===== config.mk =====
export PLATFORM = sky130hd
export DESIGN_NAME = qpp_mulmod
export DESIGN_NICKNAME = d
export VERILOG_FILES = /design/src/rtl/qpp_pkg.sv /design/src/rtl/qpp_mulmod.sv
export SDC_FILE = /design/constraint.sdc
export NUM_CORES = 1
export LEC_CHECK = 0
export ABC_AREA = 0
export BUFFER_PORTS_ARGS = -buffer_cell sky130_fd_sc_hd__clkbuf_2
export CAP_MARGIN = 10
export CORE_MARGIN = 2
export CORE_UTILIZATION = 54
export CTS_CLUSTER_DIAMETER = 50
export DETAILED_ROUTE_END_ITERATION = 7
export MAX_ROUTING_LAYER = met4
export PLACE_DENSITY_LB_ADDON = 0.05
export SLEW_MARGIN = 20
export SYNTH_ARGS = -nofsm -noshare
export SYNTH_HDL_FRONTEND = slang
export SYNTH_SLANG_ARGS = --single-unit

===== constraint.sdc =====
create_clock -name clk -period 21.1 [get_ports clk]
set_input_delay 1.055 -clock clk [delete_from_list [all_inputs] [get_ports clk]]
set_output_delay 1.055 -clock clk [all_outputs]
set_load 0.03 [all_outputs]

===== src/rtl/qpp_pkg.sv =====
// ----------------------------------------------------------------------------
// qpp_pkg
// Shared types, codes and the modular shift-add step of the QPP interleaver.
// ----------------------------------------------------------------------------
package qpp_pkg;

  localparam int LEN_W       = 13;
  localparam int LIN_W       = 9;
  localparam int QUAD_W      = 10;
  localparam int CFG_AW      = 4;
  localparam int CFG_DW      = 32;
  localparam int MAX_BLOCK_DEF = 6144;

  localparam logic [LEN_W-1:0] BLOCK_LEN_RST = 13'd40;
  localparam logic [LIN_W-1:0] COEF_LIN_RST  = 9'd3;
  localparam logic [QUAD_W-1:0] COEF_QUAD_RST = 10'd10;

  typedef enum logic {
    KIND_FWD = 1'b0,
    KIND_REV = 1'b1
  } kind_t;

  typedef enum logic [1:0] {
    ST_OK     = 2'd0,
    ST_INDEX  = 2'd1,
    ST_LENGTH = 2'd2
  } status_t;

  typedef enum logic [1:0] {
    REG_BLOCK_LEN = 2'd0,
    REG_COEF_LIN  = 2'd1,
    REG_COEF_QUAD = 2'd2
  } reg_idx_t;

  typedef struct packed {
    kind_t             kind;
    logic [LEN_W-1:0]  position;
  } qpp_in_t;

  typedef struct packed {
    logic [LEN_W-1:0]  mapped_position;
    status_t           status;
  } qpp_out_t;

  // side-band that rides along the multiplier pipelines
  typedef struct packed {
    kind_t             kind;
    logic [LEN_W-1:0]  pos;
    status_t           status;
  } qpp_tag_t;

  // One MSB-first step of interleaved modular multiply-add:
  // acc' = (2*acc + bbit*a + dbit) mod k, valid for acc < k, a < k.
  // Sum stays below 3k, so two conditional subtracts suffice.
  function automatic logic [LEN_W-1:0] mm_step(
    input logic [LEN_W-1:0] acc,
    input logic [LEN_W-1:0] a,
    input logic             bbit,
    input logic             dbit,
    input logic [LEN_W-1:0] k
  );
    logic [LEN_W+1:0] t;
    logic [LEN_W+1:0] kx;
    kx = {2'b00, k};
    t  = {1'b0, acc, 1'b0}
       + (bbit ? {2'b00, a} : {(LEN_W+2){1'b0}})
       + {{(LEN_W+1){1'b0}}, dbit};
    if (t >= kx) begin
      t = t - kx;
    end
    if (t >= kx) begin
      t = t - kx;
    end
    return t[LEN_W-1:0];
  endfunction

endpackage


===== src/rtl/qpp_mulmod.sv =====
// ----------------------------------------------------------------------------
// qpp_mulmod
// Pipelined modular multiply-add (a*b + d) mod k, two multiplier bits per stage.
// ----------------------------------------------------------------------------
module qpp_mulmod #(
  parameter int BW = 10,   // multiplier / addend width
  parameter int TW = 16    // side-band width
) (
  input  logic                     clk,
  input  logic                     rst_n,
  input  logic                     in_valid,
  input  logic [qpp_pkg::LEN_W-1:0] in_a,   // multiplicand, < k
  input  logic [BW-1:0]            in_b,
  input  logic [BW-1:0]            in_d,
  input  logic [qpp_pkg::LEN_W-1:0] in_k,   // static while items are in flight
  input  logic [TW-1:0]            in_tag,
  output logic                     out_valid,
  output logic [qpp_pkg::LEN_W-1:0] out_r,
  output logic [TW-1:0]            out_tag
);

  localparam int NS = (BW + 1) / 2;
  localparam int PW = 2 * NS;   // multiplier padded with leading zeros

  logic [NS-1:0]              vld_r;
  logic [qpp_pkg::LEN_W-1:0]  acc_r [NS];
  logic [qpp_pkg::LEN_W-1:0]  a_r   [NS];
  logic [PW-1:0]              b_r   [NS];
  logic [PW-1:0]              d_r   [NS];
  logic [TW-1:0]              tag_r [NS];

  logic [NS-1:0]              src_vld;
  logic [qpp_pkg::LEN_W-1:0]  src_acc [NS];
  logic [qpp_pkg::LEN_W-1:0]  src_a   [NS];
  logic [PW-1:0]              src_b   [NS];
  logic [PW-1:0]              src_d   [NS];
  logic [TW-1:0]              src_tag [NS];

  logic [qpp_pkg::LEN_W-1:0]  acc_mid [NS];
  logic [qpp_pkg::LEN_W-1:0]  acc_nxt [NS];

  for (genvar s = 0; s < NS; s++) begin : g_src
    if (s == 0) begin : g_first
      assign src_vld[s] = in_valid;
      assign src_acc[s] = '0;
      assign src_a[s]   = in_a;
      assign src_b[s]   = PW'(in_b);
      assign src_d[s]   = PW'(in_d);
      assign src_tag[s] = in_tag;
    end else begin : g_next
      assign src_vld[s] = vld_r[s-1];
      assign src_acc[s] = acc_r[s-1];
      assign src_a[s]   = a_r[s-1];
      assign src_b[s]   = b_r[s-1];
      assign src_d[s]   = d_r[s-1];
      assign src_tag[s] = tag_r[s-1];
    end
  end

  always_comb begin
    for (int s = 0; s < NS; s++) begin
      acc_mid[s] = qpp_pkg::mm_step(src_acc[s], src_a[s], src_b[s][PW-1-2*s],
                                    src_d[s][PW-1-2*s], in_k);
      acc_nxt[s] = qpp_pkg::mm_step(acc_mid[s], src_a[s], src_b[s][PW-2-2*s],
                                    src_d[s][PW-2-2*s], in_k);
    end
  end

  always_ff @(posedge clk) begin
    if (!rst_n) begin
      vld_r <= '0;
    end else begin
      vld_r <= src_vld;
    end
    for (int s = 0; s < NS; s++) begin
      acc_r[s] <= acc_nxt[s];
      a_r[s]   <= src_a[s];
      b_r[s]   <= src_b[s];
      d_r[s]   <= src_d[s];
      tag_r[s] <= src_tag[s];
    end
  end

  assign out_valid = vld_r[NS-1];
  assign out_r     = acc_r[NS-1];
  assign out_tag   = tag_r[NS-1];

endmodule


# Yosys cells after proc, flatten, opt, wreduce, memory -nomap -nowiden
# Memory sizes are Yosys's and may differ from the RTL's.
# Index checks and enable logic that the tools add are counted.
# totals
register_bits	5
ramBits	310
inputBits	65
memories	5
output_inout_bits	30
elab_cells	95
# mem_list
memory	words	word_bits	rd	rd_ports_with_merged_regs	write_ports	line_no	text
tag_r	5	16	5	0	5	qpp_mulmod.sv:30	logic [TW-1:0] tag_r [NS];
a_r	5	13	4	0	5	qpp_mulmod.sv:27	logic [qpp_pkg::LEN_W-1:0] a_r [NS];
acc_r	5	13	5	0	5	qpp_mulmod.sv:26	logic [qpp_pkg::LEN_W-1:0] acc_r [NS];
b_r	5	10	4	0	5	qpp_mulmod.sv:28	logic [PW-1:0] b_r [NS];
d_r	5	10	4	0	5	qpp_mulmod.sv:29	logic [PW-1:0] d_r [NS];
# op_classes
n_mux	30
addsub	39
order_cmp	20
# ops
cell	n
>= comparator 15 x 13 -> 1 bit	19
two-way mux 13 bit	20
two-way mux 15 bit	10
adder 14 x 13 -> 15 bit	9
adder 15 x 1 -> 15 bit	9
subtractor 15 x 13 -> 15 bit	9
subtractor 13 bit	10
subtractor 14 x 13 -> 15 bit	1
adder 13 x 1 -> 14 bit	1
>= comparator 14 x 13 -> 1 bit	1

# Depth between registers and ports, before layout
# Gate-level depths: netlist of run 1.
# An unclocked memory read counts as a cell.
# depth
word_depth	14
ltp_mapped	66
depth_no_buf	60

# Worst setup path before layout of run 1
# No wires, ideal clock.
# synth_timing
path_kind	input -> register
from	in in_k[1] in the netlist's numbering
to	mem acc_r[0][55] in the netlist's numbering
cell_stages	52
setup_slack_ns	8.215
t_required_ns	20.979
path_buffers	5
arrival_time_ns	12.764
setup_time_ns	0.121
cell_sequence	inv_1 > ha_1 > nor2b_1 > o21a_1 > o21ai_1 > a21oi_1 > o21ai_0 > or4b_4 > buf_6 > clkbuf_1 > nor2_1 > a21oi_1 > ha_1 > o21ai_0 > a21oi_1 > o21ai_0 > a211oi_1 > nand3_1 > [... 16 more ...] > a211o_1 > a221oi_4 > buf_6 > mux2_1 > ha_1 > nor2b_1 > o21ai_0 > a21oi_1 > o21ai_0 > nand2b_1 > a21o_1 > nand4_1 > a31oi_1 > a31oi_1 > o31ai_1 > a211oi_2 > buf_6 > mux2_4
# synth_lines
element	line_no	text
from (decl)	qpp_mulmod.sv:15	input logic [qpp_pkg::LEN_W-1:0] in_k,
to (decl)	qpp_mulmod.sv:26	

==> impl_metrics.ini, run 1 <==
[cts]
clock-sinks = 242
cts.repair.resized = 0
hold_buffers = 0
insertion_delay_ps = 570
ctsRootBufferMaster = clkbuf_16
clk_pin_slew_ps = 60
post-cts-setup-buffers = 0
clock_path_buffers = 3
cts_buffers = 30
h-tree-depth = 1
cts_tree = yes

[placement]
dpl.hpwl_um = 55600
io_buffers = 94
gp_congestion = 0.922

[die]
die_h_um = 223
ioPinCount = 95
chipWidth_um = 223
dieArea_um2 = 49600
coreArea_um2 = 47400
rows = 80
start_util = 0.544

[route]
vias = 22721
detail_route.first_pass.iterations = 7
drcViolationCount = 0
drtIter0Drc = 1319
avgRoutedWirePerCell_um = 18.6
routed_wl_um = 71300
ant_nets = 0
vias_per_cell = 5.92

[synth]
synthFlopType = dfxtp_1
synth_cell_type_count = 80
syn_inst = 3103
yosysWarnings = 0
netlist.area_leader.share = 0.188
syn-num-nets = 3580
yosysSeqAreaShare = 0.188
synth_async_sr_flop_share = 0
avgSynthCellArea_um2 = 8.32
synth_area_um2 = 25800
synth_area_leaders = dfxtp_1 (19%), ha_1 (19%), xnor2_1 (7.1%), mux2_2 (6.9%), a21oi_1 (5.1%)
synth_edf_count = 0
ys_ff_latch = 242
yosysTopAreaCell = dfxtp_1

[sta]
clock_skew_ps = 14.7
rsz0062_at_grt = no
hold_viol_final = 0
worst_slew_pin_slew_ps = 1090
fin_crit_sh = 0.691
maxSlewViolCount = 0
setup_tns_ps = 0
finalSetupViolations = 0
max_freq_mhz = 68.6
maxSlewHeadroom = 0.274
post-route-min-period_ps = 14580

[worst_hold_path]
hold_path.class = register to register

[grt]
grt_pass1_vias = 22200
grt_pass1_wl_um = 113000
grt_util_all_layers = 0.289
antenna_found_initial = 0
grt_max_degree = 27
gr-total-overflow = 0

[critical_path]
reg2reg_from = b_r[0][31]$_DFF_P_
critPathLaunchType = register
r2r_slack_ps = 6520
cp.arrival_ps = 15010
crit_top_cell = a21oi_1
critPathKind = register to register
crit_required_ps = 21530
rr_worst_depth = 56
worstReg2RegEnd = acc_r[0][64]$_DFF_P_
endpoint = acc_r[0][64]$_DFF_P_
path_max_fanout = 20
end_kind = register
cpPeakStageDelay_ps = 790
setup.worst_path.start = b_r[0][31]$_DFF_P_
crit_path_top_delay_cell = a2111oi_0

[layout]
area_growth_pct = 8.49
fill_cells = 4283
mostFrequentLayoutCells = ha_1 (383), a21oi_1 (262), dfxtp_1 (242), nor2_1 (222), xnor2_1 (208)
layout.nets = 3679
diodes = 0
final_common_cell = ha_1
drive_gt1_frac = 0.117

[run_status]
outcome = completed

[flow_run]
maxCapViolCount = 0
synthesized netlist by cell type (9+ instances only):
cell type,number
o31ai_1,12
o21a_1,54
clkbuf_1,25
nand3_1,68
nand2b_1,42
mux2_4,9
xor2_1,77
fa_1,29
a211oi_1,24
a21boi_0,23
or2_2,10
nor4_1,17
and2_1,138
o21ai_0,182
a21oi_1,262
nand2_1,191
a31oi_1,30
a21o_1,109
dfxtp_1,242
nor3_1,62
a211o_1,9
nand4_1,47
o21bai_1,54
ha_1,383
nor2b_1,49
mux2_1,10
o211ai_1,25
inv_1,144
mux2_2,158
or3_1,19
buf_4,13
and3_1,23
nor2_1,222
xnor2_1,208
mux2i_1,19
sequential cells by signal, summed over array words and instances (netlist names):
register  cells
a_r          52
acc_r        65
b_r          20
d_r          20
tag_r        80
vld_r         5
metal layers:
metal	GRT usage	share of wire	vias up
met3	0.0312	0.043	156
li1	-	-	11486
met1	0.350	0.44	10558
met4	0.106	0.040	0
met5	-	0	-
met2	0.495	0.48	521
critical path: cells and delay by family (launching register included):
kind / cells / cell delay (ps)
xor+xnor: 1 / 290
flops: 1 / 510
compound gates: 29 / 6640
fa+ha+maj: 7 / 2140
simple gates: 13 / 2940
mux: 4 / 1580
buf+inv: 2 / 360
worst min path at each step:
stage                           end                 start  slack (ps)  depth (start not counted)
3_5_place_dp     b_r[0][31]$_DFF_P_    b_r[0][21]$_DFF_P_         310                          0
2_1_floorplan    b_r[0][10]$_DFF_P_     b_r[0][0]$_DFF_P_         310                          0
4_1_cts        tag_r[0][60]$_DFF_P_  tag_r[0][44]$_DFF_P_         320                          0
5_1_grt        tag_r[0][54]$_DFF_P_  tag_r[0][38]$_DFF_P_         330                          0
3_3_place_gp   tag_r[0][21]$_DFF_P_   tag_r[0][5]$_DFF_P_         310                          0
6_report       tag_r[0][29]$_DFF_P_  tag_r[0][13]$_DFF_P_         320                          0
cell type report:
cell class	instances	area, um2	area share
clock inverters	18	178	0.00634
well taps	615	769	0.0275
repair buffers	116	636	0.0227
flip-flops and latches	242	4840	0.173
inverters	144	541	0.0193
clock buffers	37	838	0.0299
multi-input cells	2668	20200	0.721
per-stage QoR:
| step | setup slack, ps | util | instances | cell area [um2] | hold WS [ps] |
|---|---|---|---|---|---|
| 4_1_cts | 6580 | 0.590 | 3840 | 28000 | 325 |
| 3_3_place_gp | 6730 | 0.569 | 3785 | 27000 | 309 |
| 3_5_place_dp | 6670 | 0.569 | 3785 | 27000 | 312 |
| 5_1_grt | 5300 | 0.590 | 3840 | 28000 | 328 |
| 6_report | 6520 | 0.590 | 3840 | 28000 | 324 |
| 2_1_floorplan | 8210 | - | 3103 | 25800 | 310 |
cell families (layout without fill, tap and decap cells):
kind of cell	count (synthesis)	after routing	share of synthesized area
flip-flops	242	242	0.188
buffers and inverters	193	315	0.0312
multiplexers	197	197	0.0867
AND/OR/NAND/NOR	903	903	0.174
AO/OA/AOI/OAI	871	871	0.216
XOR/XNOR	285	285	0.0967
adder cells (fa/ha/maj)	412	412	0.208
Power of run 1 is left out: the tool's default activity adds up to more than one toggle a clock period on the data nets, which glitch-free logic cannot reach.
==> run 2, diff against run 1 <==
--- a/config.mk
+++ b/config.mk
@@ -5,7 +5,7 @@
 export SDC_FILE = /design/constraint.sdc
 export NUM_CORES = 1
 export LEC_CHECK = 0
-export ABC_AREA = 0
+export ABC_AREA = 1
 export BUFFER_PORTS_ARGS = -buffer_cell sky130_fd_sc_hd__clkbuf_2
 export CAP_MARGIN = 10
 export CORE_MARGIN = 2
==> constraint.sdc (replaced) <==
create_clock -name clk -period 13.6 [get_ports clk]
set_input_delay 0.68 -clock clk [delete_from_list [all_inputs] [get_ports clk]]
set_output_delay 0.68 -clock clk [all_outputs]
set_load 0.03 [all_outputs]
==> impl_metrics.ini, run 2 <==
[run_status]
outcome = completed

[synth]
ys_ff_latch = 242
synth_edf_count = 0
yosysWarnings = 0
synthFlopType = dfxtp_1
synth_area_um2 = 27500
syn_inst = 4144
netlist.area_leader.share = 0.176
avgSynthCellArea_um2 = 6.65
synth_common_cells = nand2_1 (1117), inv_1 (547), ha_1 (383)
yosysTopAreaCell = dfxtp_1
syn-num-nets = 4621
synth_area_leaders = dfxtp_1 (18%), ha_1 (17%), nand2_1 (15%), inv_1 (7.5%), xor2_1 (6.4%)
synth_most_common_cell = nand2_1
synth_async_sr_flop_share = 0
synth_cell_type_count = 59
yosysSeqAreaShare = 0.176

[die]
dieArea_um2 = 52800
chipWidth_um = 230
coreArea_um2 = 50300
ioPinCount = 95
die_h_um = 230
rows = 82
start_util = 0.548

[route]
ant_nets = 0
vias = 26642
detail_route.first_pass.iterations = 6
drcViolationCount = 0
routed_wl_um = 79700
drtIter0Drc = 2001
avgRoutedWirePerCell_um = 16.2
vias_per_cell = 5.40

[flow_run]
maxCapViolCount = 0

[cts]
cts_tree = yes
h-tree-depth = 2
ctsRootBufferMaster = clkbuf_16
clock_path_buffers = 3
clock-sinks = 242
cts_buffers = 37
clk_pin_slew_ps = 50
insertion_delay_ps = 540

[critical_path]
critPathLaunchType = register
cp.arrival_ps = 12640
critPathKind = register to register
r2r_slack_ps = 1380
crit_required_ps = 14020
crit_path_top_delay_cell = dfxtp_1
reg2reg_from = b_r[0][15]$_DFF_P_
crit_top_cell = nand2_1
cpPeakStageDelay_ps = 580
worstReg2RegEnd = acc_r[0][26]$_DFF_P_
end_kind = register
path_max_fanout = 21
rr_worst_depth = 68

[grt]
antenna_found_initial = 4
grt_pass1_vias = 24713
grt_util_all_layers = 0.308
grt_pass1_wl_um = 128000
gr-total-overflow = 0
grt_max_degree = 26

[worst_hold_path]
min_from = in_tag[2]
min_to = tag_r[0][2]$_DFF_P_
min_path_cells = 1
hold_path.class = input port to register

[layout]
drive_gt1_frac = 0.0740
layout.nets = 4708
final_common_cell = nand2_1
area_growth_pct = 8.66
top_regs = tag_r x80, acc_r x65, a_r x52
fin_util = 0.595
top_register = tag_r
largest_register_ffs = 80
mostFrequentLayoutCells = nand2_1 (1117), inv_1 (545), ha_1 (383), a21oi_1 (339), o21ai_0 (244)

[sta]
clock_skew_ps = 13.0
fin_crit_sh = 0.898
worst_slew_pin_slew_ps = 949
rsz0062_at_grt = no
maxSlewViolCount = 0
maxSlewHeadroom = 0.367
hold_viol_final = 0
max_freq_mhz = 81.8
post-route-min-period_ps = 12220
setup_tns_ps = 0
finalSetupViolations = 0

[placement]
io_buffers = 94
dpl.hpwl_um = 64200
gp_congestion = 1.01
## run 2: layer usage
metal | global-route usage | vias up | wire length, um
li1 | - | 13836 | -
met1 | 0.397 | 11868 | 36100
met3 | 0.0314 | 170 | 4790
met4 | 0.103 | 0 | 2860
met2 | 0.503 | 768 | 36000
met5 | - | - | 0
## run 2: critical path: cells and delay by family (launching register included)
kind / cells / cell delay [ps]
flip-flops: 1 / 580
buffers and inverters: 9 / 1550
AND/OR/NAND/NOR: 35 / 4190
adder cells (fa/ha/maj): 6 / 2040
AO/OA/AOI/OAI: 16 / 3360
XOR/XNOR: 2 / 330
## run 2: logic make-up (layout without fill, tap and decap cells)
kind of cell / count (synthesis) / count (layout) / synth area share
buffers and inverters: 629 / 743 / 0.0913
and+or+nand+nor: 1760 / 1760 / 0.277
other: 0 / 1 / 0
xor gates and xnor gates: 315 / 315 / 0.100
adders and majority gates: 412 / 412 / 0.195
muxes: 4 / 4 / 0.00145
DFF: 242 / 242 / 0.176
AOI/OAI and AO/OA: 782 / 782 / 0.159
## run 2: stage by stage
step / hold WS [ps] / area (um2) / instances / worst slack (ps)
2_1_floorplan: 310 / 27500 / 4144 / 3600
3_3_place_gp: 310 / 28600 / 4864 / 1530
3_5_place_dp: 312 / 28600 / 4864 / 1510
4_1_cts: 210 / 29900 / 4930 / 1420
5_1_grt: 220 / 29900 / 4931 / 11.2
6_report: 235 / 29900 / 4931 / 1380
## run 2: how the worst max path moves through the flow
stage | startpoint | end | slack [ps] | cells past startpoint
floorplan | b_r[0][7]$_DFF_P_ | acc_r[0][24]$_DFF_P_ | 3600 | 69
global placement | b_r[0][31]$_DFF_P_ | acc_r[0][54]$_DFF_P_ | 1530 | 69
detailed placement | b_r[0][31]$_DFF_P_ | acc_r[0][52]$_DFF_P_ | 1510 | 69
CTS | b_r[0][31]$_DFF_P_ | acc_r[0][55]$_DFF_P_ | 1420 | 69
global route | b_r[0][31]$_DFF_P_ | acc_r[0][53]$_DFF_P_ | 10 | 69
finish | b_r[0][15]$_DFF_P_ | acc_r[0][26]$_DFF_P_ | 1380 | 68
## run 2: cell type report
| cell class | count | area (um2) |
|---|---|---|
| Antenna cell | 1 | 2.50 |
| Sequential cell | 242 | 4840 |
| Timing Repair Buffer | 120 | 666 |
| Fill cell | 5025 | 20300 |
| Clock inverter | 19 | 219 |
| Tap cell | 672 | 841 |
| Multi-Input combinational cell | 3273 | 20200 |
| Inverter | 557 | 2090 |
| Clock buffer | 47 | 1080 |
## run 2: what timing repair did
| item | in CTS | in global routing |
|---|---|---|
| setup endpoints to repair | 0 | 13 |
| buffers inserted | 0 | 0 |
| hold buffers | 0 | 0 |
| gates resized for setup | 0 | 1 |
Power of run 2 is left out for the same reason.
==> run 3, diff against run 2 <==
==> constraint.sdc (replaced) <==
create_clock -name clk -period 13.6 [get_ports clk]
set_input_delay 1.36 -clock clk [delete_from_list [all_inputs] [get_ports clk]]
set_output_delay 1.36 -clock clk [all_outputs]
set_load 0.03 [all_outputs]
==> impl_metrics.ini, run 3 (synthesis results as in run 2) <==
[critical_path]
cp.arrival_ps = 12740
crit_path_top_delay_cell = dfxtp_1
critPathLaunchType = register
path_max_fanout = 25
critPathKind = register to register
crit_top_cell = nand2_1
end_kind = register
crit_required_ps = 14080
cpPeakStageDelay_ps = 650

[cts]
clock_path_buffers = 3
insertion_delay_ps = 550
cts_tree = yes
clock-sinks = 242
clk_pin_slew_ps = 60
cts_buffers = 35
h-tree-depth = 2
ctsRootBufferMaster = clkbuf_16

[layout]
largest_register_ffs = 80
area_growth_pct = 8.79
top_regs = tag_r x80, acc_r x65, a_r x52
top_register = tag_r
drive_gt1_frac = 0.0759
diodes = 0
final_common_cell = nand2_1
final_cell_area_um2 = 30000
mostFrequentLayoutCells = nand2_1 (1117), inv_1 (546), ha_1 (383), a21oi_1 (339), o21ai_0 (244)
fill_cells = 5066
layout.nets = 4720

[die]
rows = 82
ioPinCount = 95
chipWidth_um = 230
dieArea_um2 = 52800
start_util = 0.548
coreArea_um2 = 50300
die_h_um = 230

[sta]
setup_tns_ps = 0
worst_slack_ps = 1340
clock_skew_ps = 25.5
max_freq_mhz = 81.6
post-route-min-period_ps = 12260
maxSlewHeadroom = 0.360
maxSlewViolCount = 0
hold_ws_ps = 304
finalSetupViolations = 0
hold_viol_final = 0
rsz0062_at_grt = no
fin_crit_sh = 0.901
worst_slew_pin_slew_ps = 958

[run_status]
outcome = completed

[grt]
antenna_found_initial = 1
grt_pass1_vias = 25058
grt_max_degree = 26
grt_util_all_layers = 0.317
grt_pass1_wl_um = 130000
gr-total-overflow = 0

[route]
avgRoutedWirePerCell_um = 16.6
vias = 26694
wirelength_met1_um = 37400
routed_wl_um = 82000
vias_per_cell = 5.40
detail_route.first_pass.iterations = 7
drtIter0Drc = 1934
drcViolationCount = 0
wl_met3_um = 4420
maxUsedRoutingLayer = met4
wl_met2_um = 37600
ant_nets = 0

[worst_hold_path]
hold_path.class = register to register

[placement]
dpl_cell_area_um2 = 28700
io_buffers = 94
gp_congestion = 1.00
dpl.hpwl_um = 66500
place_ws_ps = 1040

[flow_run]
maxCapViolCount = 0
run 3: final timing paths:
kind	start	endpoint	slack (ps)	cells past startpoint
max	b_r[0][23]$_DFF_P_	acc_r[0][39]$_DFF_P_	1340	64
min reg2reg	tag_r[0][18]$_DFF_P_	tag_r[0][34]$_DFF_P_	300	0
min	tag_r[0][18]$_DFF_P_	tag_r[0][34]$_DFF_P_	300	0
max reg2reg	b_r[0][23]$_DFF_P_	acc_r[0][39]$_DFF_P_	1340	64
run 3: final cells by class:
cell class                 count  area, um2  share of cell area
timing repair buffer         134        771              0.0257
tap                          672        841              0.0281
sequential                   242       4840               0.162
clock buffer                  41        940              0.0314
multi-input combinational   3273      20200               0.674
inverter                     557       2090              0.0698
clock inverter                22        287             0.00956
run 3: worst max-delay path, delay by kind of cell, from the launching register on:
| family | cells | cell delay, ps |
|---|---|---|
| AO/OA/AOI/OAI | 14 | 2820 |
| flip-flops | 1 | 650 |
| AND/OR/NAND/NOR | 34 | 4550 |
| XOR/XNOR | 2 | 550 |
| adder cells (fa/ha/maj) | 7 | 2330 |
| buffers and inverters | 7 | 1230 |
run 3: routing by layer:
metal	track usage	up-vias
met5	-	-
met4	0.102	0
met3	0.0357	147
met2	0.522	682
met1	0.405	12006
li1	-	13859
run 3: what timing repair did:
action	CTS	global route
hold buffers	0	0
setup endpoints to repair	0	19
gates resized for setup	0	2
setup buffers	0	0
run 3: stage by stage:
step / std cells / util
after global routing: 4941 / 0.596
final: 4941 / 0.596
after CTS: 4941 / 0.596
after detailed placement: 4878 / 0.572
after floorplan: 4144 / -
after global placement: 4878 / 0.572
Power of run 3 is left out for the same reason.
